===== src/hw/rtl/sdw_pkg.sv =====
// ----------------------------------------------------------------------------
// sdw_pkg
// Shared types, constants and the segment code table of the digit writer.
// ----------------------------------------------------------------------------
`default_nettype none

package sdw_pkg;

   localparam int DigitCount = 6;
   localparam int SegBytes   = 20;
   localparam int SegStride  = 5;
   localparam int NibCount   = 4;
   localparam int ValueWidth = 31;
   localparam int OffWidth   = 5;
   localparam int ProdWidth  = 63;
   localparam int QuotWidth  = 28;
   localparam int RecipShift = 35;

   localparam logic [31:0] Recip     = 32'hCCCC_CCCD;
   localparam logic [7:0]  AsciiZero = 8'd48;
   localparam logic [7:0]  AsciiNine = 8'd57;

   typedef enum logic {
      CMD_CHAR   = 1'b0,
      CMD_NUMBER = 1'b1
   } cmd_type;

   typedef struct packed {
      logic load;
      logic mul;
      logic digit;
      logic emit;
   } ctrl_cmd_type;

   typedef struct packed {
      logic req_number;
      logic req_pos_ok;
      logic rsp_free;
      logic nib_last;
      logic steps_done;
      logic is_number;
   } ctrl_status_type;

   function automatic logic [15:0] seg_code(input logic [3:0] digit);
      logic [15:0] code;
      case (digit)
         4'd0:    code = 16'h1551;
         4'd1:    code = 16'h0110;
         4'd2:    code = 16'h1E11;
         4'd3:    code = 16'h1B11;
         4'd4:    code = 16'h0B50;
         4'd5:    code = 16'h1B41;
         4'd6:    code = 16'h1F41;
         4'd7:    code = 16'h0111;
         4'd8:    code = 16'h1F51;
         4'd9:    code = 16'h1B51;
         default: code = 16'h0000;
      endcase
      return code;
   endfunction

endpackage

`default_nettype wire


===== src/hw/rtl/sdw_if.sv =====
// ----------------------------------------------------------------------------
// sdw_if
// Request and response channels of the digit writer.
// ----------------------------------------------------------------------------
`default_nettype none

interface sdw_req_if;
   logic        valid;
   logic        ready;
   logic        cmd;
   logic [7:0]  ch;
   logic [2:0]  pos;
   logic [30:0] value;

   modport source (output valid, output cmd, output ch, output pos, output value,
                   input ready);
   modport sink   (input valid, input cmd, input ch, input pos, input value,
                   output ready);
endinterface

interface sdw_rsp_if;
   logic       valid;
   logic       ready;
   logic [4:0] reg_offset;
   logic [7:0] reg_data;
   logic       last;

   modport source (output valid, output reg_offset, output reg_data, output last,
                   input ready);
   modport sink   (input valid, input reg_offset, input reg_data, input last,
                   output ready);
endinterface

`default_nettype wire


===== src/hw/rtl/sdw_ctrl.sv =====
// ----------------------------------------------------------------------------
// sdw_ctrl
// Sequencer: accepts a request and steps the datapath through digits and
// register writes.
// ----------------------------------------------------------------------------
`default_nettype none

module sdw_ctrl
   import sdw_pkg::*;
(
   input  wire logic            clock,
   input  wire logic            reset,
   input  wire logic            req_valid,
   output logic                 req_ready,
   input  wire ctrl_status_type status,
   output ctrl_cmd_type         cmd
);

   typedef enum logic [3:0] {
      ST_IDLE  = 4'b0001,
      ST_MUL   = 4'b0010,
      ST_DIGIT = 4'b0100,
      ST_EMIT  = 4'b1000
   } state_type;

   state_type state_ff, state_in;

   always_comb begin
      state_in  = state_ff;
      cmd       = '0;
      req_ready = 1'b0;
      case (state_ff)
         ST_IDLE: begin
            req_ready = 1'b1;
            if (req_valid) begin
               cmd.load = 1'b1;
               if (status.req_number) begin
                  state_in = ST_MUL;
               end else if (status.req_pos_ok) begin
                  state_in = ST_EMIT;
               end
            end
         end
         ST_MUL: begin
            cmd.mul  = 1'b1;
            state_in = ST_DIGIT;
         end
         ST_DIGIT: begin
            cmd.digit = 1'b1;
            state_in  = ST_EMIT;
         end
         ST_EMIT: begin
            if (status.rsp_free) begin
               cmd.emit = 1'b1;
               if (status.nib_last) begin
                  state_in = (status.is_number && !status.steps_done) ? ST_MUL : ST_IDLE;
               end
            end
         end
         default: begin
            state_in = ST_IDLE;
         end
      endcase
   end

   always_ff @(posedge clock) begin
      if (reset) begin
         state_ff <= ST_IDLE;
      end else begin
         state_ff <= state_in;
      end
   end

endmodule

`default_nettype wire


===== src/hw/rtl/sdw_datapath.sv =====
// ----------------------------------------------------------------------------
// sdw_datapath
// Segment memory, digit extraction by reciprocal multiply and nibble merge.
// ----------------------------------------------------------------------------
`default_nettype none

module sdw_datapath
   import sdw_pkg::*;
(
   input  wire logic                  clock,
   input  wire logic                  reset,
   input  wire logic                  req_cmd,
   input  wire logic [7:0]            req_ch,
   input  wire logic [2:0]            req_pos,
   input  wire logic [ValueWidth-1:0] req_value,
   output logic                       rsp_valid,
   input  wire logic                  rsp_ready,
   output logic [OffWidth-1:0]        rsp_reg_offset,
   output logic [7:0]                 rsp_reg_data,
   output logic                       rsp_last,
   input  wire ctrl_cmd_type          cmd,
   output ctrl_status_type            status
);

   logic [7:0]            mem_ff [SegBytes];
   logic [7:0]            rd_ff;
   logic [ValueWidth-1:0] num_ff, num_in;
   logic [ProdWidth-1:0]  prod_ff;
   logic [15:0]           code_ff, code_in;
   logic [2:0]            pos_ff, pos_in;
   logic [1:0]            nib_ff, nib_in;
   logic [2:0]            step_ff, step_in;
   logic                  zero_ff, zero_in;
   logic                  number_ff, number_in;
   logic                  rsp_valid_ff;
   logic [OffWidth-1:0]   rsp_off_ff;
   logic [7:0]            rsp_data_ff;
   logic                  rsp_last_ff;

   logic [QuotWidth-1:0]  quot;
   logic [ValueWidth-1:0] quot_x10;
   logic [3:0]            digit_d;
   logic [OffWidth-1:0]   off_d;
   logic [OffWidth-1:0]   off_next;
   logic [7:0]            merged_d;
   logic                  last_d;

   assign quot     = prod_ff[RecipShift +: QuotWidth];
   assign quot_x10 = {quot, 3'b000} + {2'b00, quot, 1'b0};
   assign digit_d  = 4'(num_ff - quot_x10);

   assign off_d    = OffWidth'(pos_ff[2:1]) + OffWidth'(nib_ff) * OffWidth'(SegStride);
   assign off_next = OffWidth'(pos_in[2:1]) + OffWidth'(nib_in) * OffWidth'(SegStride);
   assign merged_d = pos_ff[0] ? {code_ff[3:0], rd_ff[3:0]}
                               : {rd_ff[7:4], code_ff[3:0]};
   assign last_d   = (nib_ff == 2'(NibCount - 1)) &&
                     (!number_ff || step_ff == 3'(DigitCount));

   always_comb begin
      num_in    = num_ff;
      code_in   = code_ff;
      pos_in    = pos_ff;
      nib_in    = nib_ff;
      step_in   = step_ff;
      zero_in   = zero_ff;
      number_in = number_ff;
      if (cmd.load) begin
         number_in = (req_cmd == CMD_NUMBER);
         num_in    = req_value;
         zero_in   = (req_value == '0);
         pos_in    = req_pos;
         step_in   = '0;
         nib_in    = '0;
         code_in   = (req_ch >= AsciiZero && req_ch <= AsciiNine) ?
                     seg_code(4'(req_ch - AsciiZero)) : '0;
      end
      if (cmd.digit) begin
         code_in = (step_ff == '0 || num_ff != '0) ? seg_code(digit_d) : '0;
         num_in  = ValueWidth'(quot);
         if (step_ff == '0) begin
            pos_in = 3'(DigitCount - 1);
         end else if (zero_ff) begin
            pos_in = step_ff - 3'd1;
         end else begin
            pos_in = 3'(DigitCount - 1) - step_ff;
         end
         nib_in  = '0;
         step_in = step_ff + 3'd1;
      end
      if (cmd.emit) begin
         code_in = {4'b0000, code_ff[15:4]};
         nib_in  = nib_ff + 2'd1;
      end
   end

   always_ff @(posedge clock) begin
      num_ff    <= num_in;
      code_ff   <= code_in;
      pos_ff    <= pos_in;
      nib_ff    <= nib_in;
      step_ff   <= step_in;
      zero_ff   <= zero_in;
      number_ff <= number_in;
      rd_ff     <= mem_ff[off_next];
      if (cmd.mul) begin
         prod_ff <= ProdWidth'(num_ff) * ProdWidth'(Recip);
      end
      if (cmd.emit) begin
         rsp_off_ff  <= off_d;
         rsp_data_ff <= merged_d;
         rsp_last_ff <= last_d;
      end
   end

   always_ff @(posedge clock) begin
      if (reset) begin
         for (int k = 0; k < SegBytes; k++) begin
            mem_ff[k] <= '0;
         end
      end else if (cmd.emit) begin
         mem_ff[off_d] <= merged_d;
      end
   end

   always_ff @(posedge clock) begin
      if (reset) begin
         rsp_valid_ff <= 1'b0;
      end else if (cmd.emit) begin
         rsp_valid_ff <= 1'b1;
      end else if (rsp_ready) begin
         rsp_valid_ff <= 1'b0;
      end
   end

   assign rsp_valid      = rsp_valid_ff;
   assign rsp_reg_offset = rsp_off_ff;
   assign rsp_reg_data   = rsp_data_ff;
   assign rsp_last       = rsp_last_ff;

   assign status.req_number = (req_cmd == CMD_NUMBER);
   assign status.req_pos_ok = (req_pos < 3'(DigitCount));
   assign status.rsp_free   = !rsp_valid_ff || rsp_ready;
   assign status.nib_last   = (nib_ff == 2'(NibCount - 1));
   assign status.steps_done = (step_ff == 3'(DigitCount));
   assign status.is_number  = number_ff;

   a_emit_when_free: assert property (@(posedge clock) disable iff (reset)
      cmd.emit |-> (!rsp_valid_ff || rsp_ready))
      else $error("write issued while response register busy");

   a_mem_matches_rsp: assert property (@(posedge clock) disable iff (reset)
      cmd.emit |=> (mem_ff[rsp_off_ff] == rsp_data_ff))
      else $error("segment memory disagrees with emitted byte");

   a_offset_range: assert property (@(posedge clock) disable iff (reset)
      cmd.emit |-> (off_d < OffWidth'(SegBytes)))
      else $error("segment offset out of range");

   a_digit_range: assert property (@(posedge clock) disable iff (reset)
      cmd.digit |-> (digit_d < 4'd10))
      else $error("extracted digit out of range");

endmodule

`default_nettype wire


===== src/hw/rtl/segment_display_digit_writer_core.sv =====
// ----------------------------------------------------------------------------
// segment_display_digit_writer_core
// Six-digit segment display writer with a 20-byte segment memory.
// ----------------------------------------------------------------------------
// A character request with position 0..5 is accepted and then gives four
// register writes, one per cycle while the response side keeps up;
// positions 6 and 7 are accepted and give no response. A number request
// is accepted, then for each of the six digit positions runs a multiply
// step, a digit step and four writes. The multiply-by-reciprocal divide
// by ten and the single segment memory write port shape this sequence.
// Each write is a read-modify-write of one segment byte, reported as one
// response; the final response of a request has last set.
// ----------------------------------------------------------------------------
`default_nettype none

module segment_display_digit_writer_core
   import sdw_pkg::*;
(
   input  wire logic clock,
   input  wire logic reset,
   sdw_req_if.sink   req_bus,
   sdw_rsp_if.source rsp_bus
);

   ctrl_cmd_type    cmd;
   ctrl_status_type status;
   logic            req_ready;

   sdw_ctrl u_ctrl (
      .clock     (clock),
      .reset     (reset),
      .req_valid (req_bus.valid),
      .req_ready (req_ready),
      .status    (status),
      .cmd       (cmd)
   );

   sdw_datapath u_datapath (
      .clock          (clock),
      .reset          (reset),
      .req_cmd        (req_bus.cmd),
      .req_ch         (req_bus.ch),
      .req_pos        (req_bus.pos),
      .req_value      (req_bus.value),
      .rsp_valid      (rsp_bus.valid),
      .rsp_ready      (rsp_bus.ready),
      .rsp_reg_offset (rsp_bus.reg_offset),
      .rsp_reg_data   (rsp_bus.reg_data),
      .rsp_last       (rsp_bus.last),
      .cmd            (cmd),
      .status         (status)
   );

   assign req_bus.ready = req_ready;

endmodule

`default_nettype wire


===== src/flat_wrapper.sv =====
// flat-port wrapper written by rule: the top's interface ports become plain ports
module segment_display_digit_writer_core_flat import sdw_pkg::*;
  (clock, reset, req_bus_valid, req_bus_cmd, req_bus_ch, req_bus_pos, req_bus_value, req_bus_ready, rsp_bus_valid, rsp_bus_reg_offset, rsp_bus_reg_data, rsp_bus_last, rsp_bus_ready);
  sdw_req_if req_bus_i ();
  sdw_rsp_if rsp_bus_i ();
  input  wire logic clock;
  input  wire logic reset;
  input wire logic [$bits(req_bus_i.valid)-1:0] req_bus_valid;
  input wire logic [$bits(req_bus_i.cmd)-1:0] req_bus_cmd;
  input wire logic [$bits(req_bus_i.ch)-1:0] req_bus_ch;
  input wire logic [$bits(req_bus_i.pos)-1:0] req_bus_pos;
  input wire logic [$bits(req_bus_i.value)-1:0] req_bus_value;
  output wire logic [$bits(req_bus_i.ready)-1:0] req_bus_ready;
  output wire logic [$bits(rsp_bus_i.valid)-1:0] rsp_bus_valid;
  output wire logic [$bits(rsp_bus_i.reg_offset)-1:0] rsp_bus_reg_offset;
  output wire logic [$bits(rsp_bus_i.reg_data)-1:0] rsp_bus_reg_data;
  output wire logic [$bits(rsp_bus_i.last)-1:0] rsp_bus_last;
  input wire logic [$bits(rsp_bus_i.ready)-1:0] rsp_bus_ready;
  assign req_bus_i.valid = req_bus_valid;
  assign req_bus_i.cmd = req_bus_cmd;
  assign req_bus_i.ch = req_bus_ch;
  assign req_bus_i.pos = req_bus_pos;
  assign req_bus_i.value = req_bus_value;
  assign req_bus_ready = req_bus_i.ready;
  assign rsp_bus_valid = rsp_bus_i.valid;
  assign rsp_bus_reg_offset = rsp_bus_i.reg_offset;
  assign rsp_bus_reg_data = rsp_bus_i.reg_data;
  assign rsp_bus_last = rsp_bus_i.last;
  assign rsp_bus_i.ready = rsp_bus_ready;
  segment_display_digit_writer_core u_core (.clock(clock), .reset(reset), .req_bus(req_bus_i), .rsp_bus(rsp_bus_i));
endmodule

===== config.mk =====
export PLATFORM = sky130hd
export DESIGN_NAME = segment_display_digit_writer_core_flat
export DESIGN_NICKNAME = d
export VERILOG_FILES = /design/src/hw/rtl/sdw_pkg.sv /design/src/hw/rtl/sdw_if.sv /design/src/hw/rtl/sdw_ctrl.sv /design/src/hw/rtl/sdw_datapath.sv /design/src/hw/rtl/segment_display_digit_writer_core.sv /design/src/flat_wrapper.sv
export SDC_FILE = /design/constraint.sdc
export NUM_CORES = 1
export LEC_CHECK = 0
export ABC_AREA = 1
export BUFFER_PORTS_ARGS = -buffer_cell sky130_fd_sc_hd__clkbuf_2
export CORE_UTILIZATION = 38
export DETAILED_ROUTE_END_ITERATION = 12
export PLACE_DENSITY_LB_ADDON = 0.25
export SYNTH_ARGS = -nofsm -noshare
export SYNTH_HDL_FRONTEND = slang
export SYNTH_SLANG_ARGS = --single-unit

===== constraint.sdc =====
create_clock -name clock -period 10.4 [get_ports clock]
set_input_delay 2.08 -clock clock [delete_from_list [all_inputs] [get_ports clock]]
set_output_delay 2.08 -clock clock [all_outputs]
set_load 0.01 [all_outputs]

=== Word-level counts from Yosys, hierarchy flattened ===
Memory sizes are Yosys's and may differ from the RTL's. A register that Yosys moved wholly into a read port is not among the register bits.
Cells that the tools add are included.
W data, S select, Z words.

* $add $sub $neg: 9
* Multipliers: 3
* Divide/modulo/power cells: 0
* Order comparisons: 3
* Equal/unequal tests: 10
* Shifts and indexed selects: 0
* Muxes and demuxes: 41
* Bitwise logic cells: 0
* Reductions and logical operators: 17

{| class="wikitable"
|+ Operators with widths
! operator !! number
|-
| $mux W16 || 4
|-
| $mul A31 B32 Y63 const B || 1
|-
| $mux W28 || 2
|-
| $logic_not A31 Y1 || 1
|-
| $reduce_bool A31 Y1 || 1
|-
| $mux W4 || 5
|-
| $mux W3 || 6
|-
| $mux W8 || 2
|-
| $pmux W4 S4 || 1
|-
| $mux W1 || 15
|-
| $mux W12 || 1
|-
| $add A2 B5 Y5 || 2
|-
| $mul A2 B3 Y5 const B || 2
|-
| $ge A8 B6 Y1 const B || 1
|-
| $le A8 B6 Y1 const B || 1
|-
| $mux W2 || 4
|-
| $reduce_or A8 Y1 || 1
|-
| $mux W5 || 1
|-
| $add A4 B4 Y4 || 1
|-
| $eq A4 B1 Y1 const B || 1
|-
| $eq A4 B2 Y1 const B || 1
|-
| $eq A4 B3 Y1 const B || 1
|-
| $eq A4 B4 Y1 const B || 1
|-
| $ne A2 B1 Y1 const B || 2
|-
| 18 further kinds || 25
|}

* Bits in registers: 139
* Bits in latches: 0
* Bits in writable memories: 160
* Memory bits (read-only): 256
* Bits of input ports: 47
* Memories: 3

{| class="wikitable"
|+ Memories
! memory !! words !! width !! rd ports !! clocked after memory_dff !! write ports !! RTL line !! RTL
|-
| u_core.u_datapath.mem_ff || 20 || 8 || 1 || 1 || 20 || sdw_datapath.sv:25 || <nowiki>logic [7:0] mem_ff [SegBytes];</nowiki>
|-
| (name not given) || 16 || 8 || 1 || 0 || 0 || sdw_pkg.sv:46 || <nowiki>case (digit)</nowiki>
|-
| (name not given) || 16 || 8 || 1 || 0 || 0 || sdw_pkg.sv:46 ||
|}

=== Depth between registers and ports, before layout ===
* Depth in word-level cells: 9
* Gate-level depth with buffers: 30
* Gate-level depth less buffers: 30

=== Hierarchy ===
Synthesis repeated with hierarchy kept, for this count alone.

* Cell total of the unflattened synthesis: 3310
* Area, all modules: 29762.3 µm²

{| class="wikitable"
|+ Modules (own cells, without submodules)
! module !! instances !! cells each !! area an instance (µm²) !! seq. area each (µm²)
|-
| sdw_datapath || 1 || 3257 || 29417.0 || 10580.1
|-
| sdw_ctrl || 1 || 53 || 345.3 || 80.1
|}

=== Worst setup path after synthesis ===
OpenSTA, ideal clock, no wires.

* Path kind: register to register
* Start: reg u_core.u_datapath.num_ff[16]
* End: reg u_core.u_datapath.prod_ff[52], data pin
* Setup time: 252 ps
* Arrival time: 5739 ps
* Setup slack: 4409 ps
* Cell stages (with the launch flop): 25
* Cells stage by stage: edfxtp_1 > inv_1 > ha_1 > inv_1 > fa_1 > fa_1 > fa_1 > inv_1 > fa_1 > fa_1 > fa_1 > inv_1 > fa_1 > inv_1 > ha_1 > a21oi_1 > inv_1 > nor2_1 > nand2_1 > a21oi_1 > nor2_1 > nor2_1 > nand2_1 > nand2_1 > nand2_1

* Word-level cells in the longest chain between the ends: 1

{| class="wikitable"
|+ RTL lines
! what !! RTL line !! RTL
|-
| start, declared || sdw_datapath.sv:27 || <nowiki>logic [ValueWidth-1:0] num_ff, num_in;</nowiki>
|-
| start signal, assigned || sdw_datapath.sv:97 || <nowiki>num_ff <= num_in;</nowiki>
|-
| $mul A31 B32 Y63 || sdw_datapath.sv:106 || <nowiki>prod_ff <= ProdWidth'(num_ff) * ProdWidth'(Recip);</nowiki>
|-
| end signal, assigned || sdw_datapath.sv:106 ||
|-
| end, declared || sdw_datapath.sv:28 || <nowiki>logic [ProdWidth-1:0] prod_ff;</nowiki>
|}

No other way between the ends.
A chain may end at the register's enable or synchronous reset.

=== Worst setup path after layout ===
* Start: reg u_core.u_datapath.num_ff[10]
* End: reg u_core.u_datapath.prod_ff[35], data pin

Same word-level chain as after synthesis.

==> run summary <==
Status -> finished clean
CTS tree -> yes
Gr usage total -> 22.9%
Cell Area, Synth -> 29,900 µm²
Site Rows -> 102
Post-synth ARST share -> 0%
Inst Count DP -> 4,405
GRT overflow -> 0
Non-filler instance count after layout -> 4,485
Reg clk slew, reported paths -> 0.07 ns
Floorplan core area -> 77,600 µm²
DR vias/cell -> 5.07
Final setup fails -> 0
Layout Nets -> 4,033
Num Clock Sinks -> 362
Die footprint -> 79,800 µm²
Vias -> 22,800
DRC viols -> 0
Worst Path Required -> 10.71 ns
Initial DRC Count -> 1,946
Setup_tns -> 0 ns
Average size of a mapped cell -> 8.89 µm²
Register area share after synthesis -> 35.7%
Global-route wire length before repair -> 137,000 µm
Post-DRT Antenna Nets -> 0
Max Cap Violations -> 0
Post-cts hold buffer count -> 0
F_max -> 0.143 GHz
Worst-Margin Slew -> 1.05 ns
Reg-to-reg setup timing slack -> 3.42 ns
Syn nets -> 3,988
# resized after CTS -> 0
Die Y -> 283 µm
Final Hold Viols -> 0
Routed WL per cell -> 20.0 µm
Buffers inserted by post-CTS timing repair -> 0
HPWL Detailed -> 71,200 µm
Crit Path Class -> reg -> reg
Flops & latches, synth -> 362
RSZ-0062 raised after global routing -> false
Slew Viols, Final -> 0
Yosys warns -> 0
Layout cells sized above 1 -> 5.83%
Gp weighted congestion -> 0.960
Max FO, Critical Path -> 5
Tcrit/Tclk final -> 67.1%
H-tree Lvls -> 2
Clock tree buffer depth -> 3
Netlist cell types -> 40
Number of synthesized flops with an enable pin -> 341
Fin crit period -> 6.98 ns
Setup crit start kind -> flip-flop
Final Skew -> 0.0388 ns
Inserted Clock Buffers -> 43
Fin area -> 32,900 µm²
Initial Utilization -> 38.5%
Crit end category -> flip-flop
Slew Limit Headroom -> 30.2%
Die W -> 283 µm
DRT Wirelength -> 89,600 µm
Pin count of the biggest net entering global routing -> 87
Syn-to-layout area delta -> 10.0%
Initial antenna violation count -> 0
Cells after Synth -> 3,365
Placed inst area -> 31,400 µm²
Port Buffers -> 62
Vias in the first global route -> 22,700
First-pass iteration count of the detailed router -> 7
Worst skew pair latency -> 0.61 ns
Antenna cells -> 0
Ys flop type -> edfxtp_1
Final core utilization -> 42.4%
Hold crit path type -> reg -> reg
Clk root buf -> clkbuf_16
Arr. time, crit path -> 7.29 ns
Ports -> 63
[cells in the final DEF, fill, tap and decap left out, types with 12 or more instances in the layout]
cell type / instances
nor2_1: 448
buf_4: 18
nand2_1: 692
nand4_1: 18
a21oi_1: 106
o22ai_1: 45
nand3b_1: 12
nand3_1: 103
xor2_1: 17
edfxtp_1: 341
clkbuf_2: 62
inv_1: 599
xnor2_1: 13
ha_1: 344
nor3_1: 17
clkbuf_16: 43
dfxtp_1: 21
fa_1: 230
o21bai_1: 12
o21ai_0: 177
nand2_2: 15
[cell families (layout without fill, tap and decap cells)]
kind of cell	after synthesis	after routing	share of synthesized area [%]
and+or+nand+nor	1335	1335	18.1
buffers and inverters	687	767	8.71
adders and majority gates	576	576	29.9
AOI/OAI and AO/OA	375	375	6.82
DFF	362	362	35.7
xor gates and xnor gates	30	30	0.879
[cell usage after synthesis (3+ instances only)]
master | n | share of area, %
xor2_1 | 17 | 0.50
buf_2 | 11 | 0.18
o21bai_1 | 12 | 0.30
fa_1 | 230 | 15
inv_1 | 600 | 7.5
a21o_1 | 8 | 0.20
xnor2_1 | 13 | 0.38
nand3_1 | 104 | 1.7
ha_1 | 346 | 14
clkbuf_1 | 65 | 0.82
nor2_2 | 3 | 0.063
o22ai_1 | 45 | 0.94
clkinv_1 | 3 | 0.038
nor3_1 | 18 | 0.30
inv_2 | 4 | 0.050
nand2_1 | 693 | 8.7
a31oi_1 | 5 | 0.10
nand3b_1 | 12 | 0.30
o21ai_0 | 181 | 3.0
nand2_2 | 14 | 0.29
edfxtp_1 | 341 | 34
a21oi_1 | 110 | 1.8
dfxtp_1 | 21 | 1.4
nand4_1 | 18 | 0.38
o221ai_1 | 10 | 0.29
nor4_1 | 9 | 0.19
nor2_1 | 448 | 5.6
or2_2 | 8 | 0.17
[critical path, stage by stage, from the launching register on]
cell and delay, ns:
edfxtp_1 0.52, inv_1 0.08, ha_1 0.43, ha_1 0.45, inv_1 0.09, fa_1 0.66, inv_1 0.13, fa_1 0.44
fa_1 0.53, fa_1 0.56, fa_1 0.47, fa_1 0.53, ha_1 0.34, a21oi_1 0.29, o21ai_0 0.28, nand2_1 0.11
nand2_1 0.10, inv_1 0.09, nand3_1 0.16, nand2_1 0.15, nand2_1 0.07, nand2_1 0.05, nand2_1 0.13
[area by class of cell]
cell class                      count  area [µm²]
Multi-Input combinational cell   2316       16700
Tap cell                         1040        1300
Clock buffer                       51        1140
Fill cell                        7868       44700
Clock inverter                     29         387
Inverter                          607        2280
Sequential cell                   362       10700
Timing Repair Buffer               80         445
[path summary, 6_finish.rpt]
path                                                       to  cells past startpoint                           from
worst max-delay path            u_core.u_datapath.prod_ff[35]                     22   u_core.u_datapath.num_ff[10]
worst min register to register    u_core.u_datapath.num_ff[7]                      2  u_core.u_datapath.prod_ff[42]
worst max register to register  u_core.u_datapath.prod_ff[35]                     22   u_core.u_datapath.num_ff[10]
worst min-delay path              u_core.u_datapath.num_ff[7]                      2  u_core.u_datapath.prod_ff[42]
[flip-flops by register name, indices dropped and copies added (netlist names), 2 cells and up]
register	count
u_core.u_datapath.step_ff	3
u_core.u_datapath.rsp_reg_offset	5
u_core.u_datapath.code_ff	10
u_core.u_datapath.nib_ff	2
u_core.u_ctrl.state_ff	4
u_core.u_datapath.rd_ff	8
u_core.u_datapath.pos_ff	3
u_core.u_datapath.prod_ff	28
u_core.u_datapath.mem_ff	256
u_core.u_datapath.rsp_reg_data	8
u_core.u_datapath.num_ff	31
[per-layer routing]
layer,share of wire (%),GRT usage [%],vias up
met5,0,0,-
met4,2.6,6.22,0
met3,5.5,2.41,109
met2,46,36.7,671
met1,46,32.8,11100
li1,-,-,10900
[metrics by stage]
step	hold slack (ns)	setup slack (ns)
floorplan	0.480	4.41
global placement	0.508	3.47
detailed placement	0.505	3.52
CTS	0.517	3.48
global route	0.529	3.13
finish	0.517	3.42
Power is not shown: default switching activity piles up to over one toggle a cycle in this logic, so the estimate is an artifact.
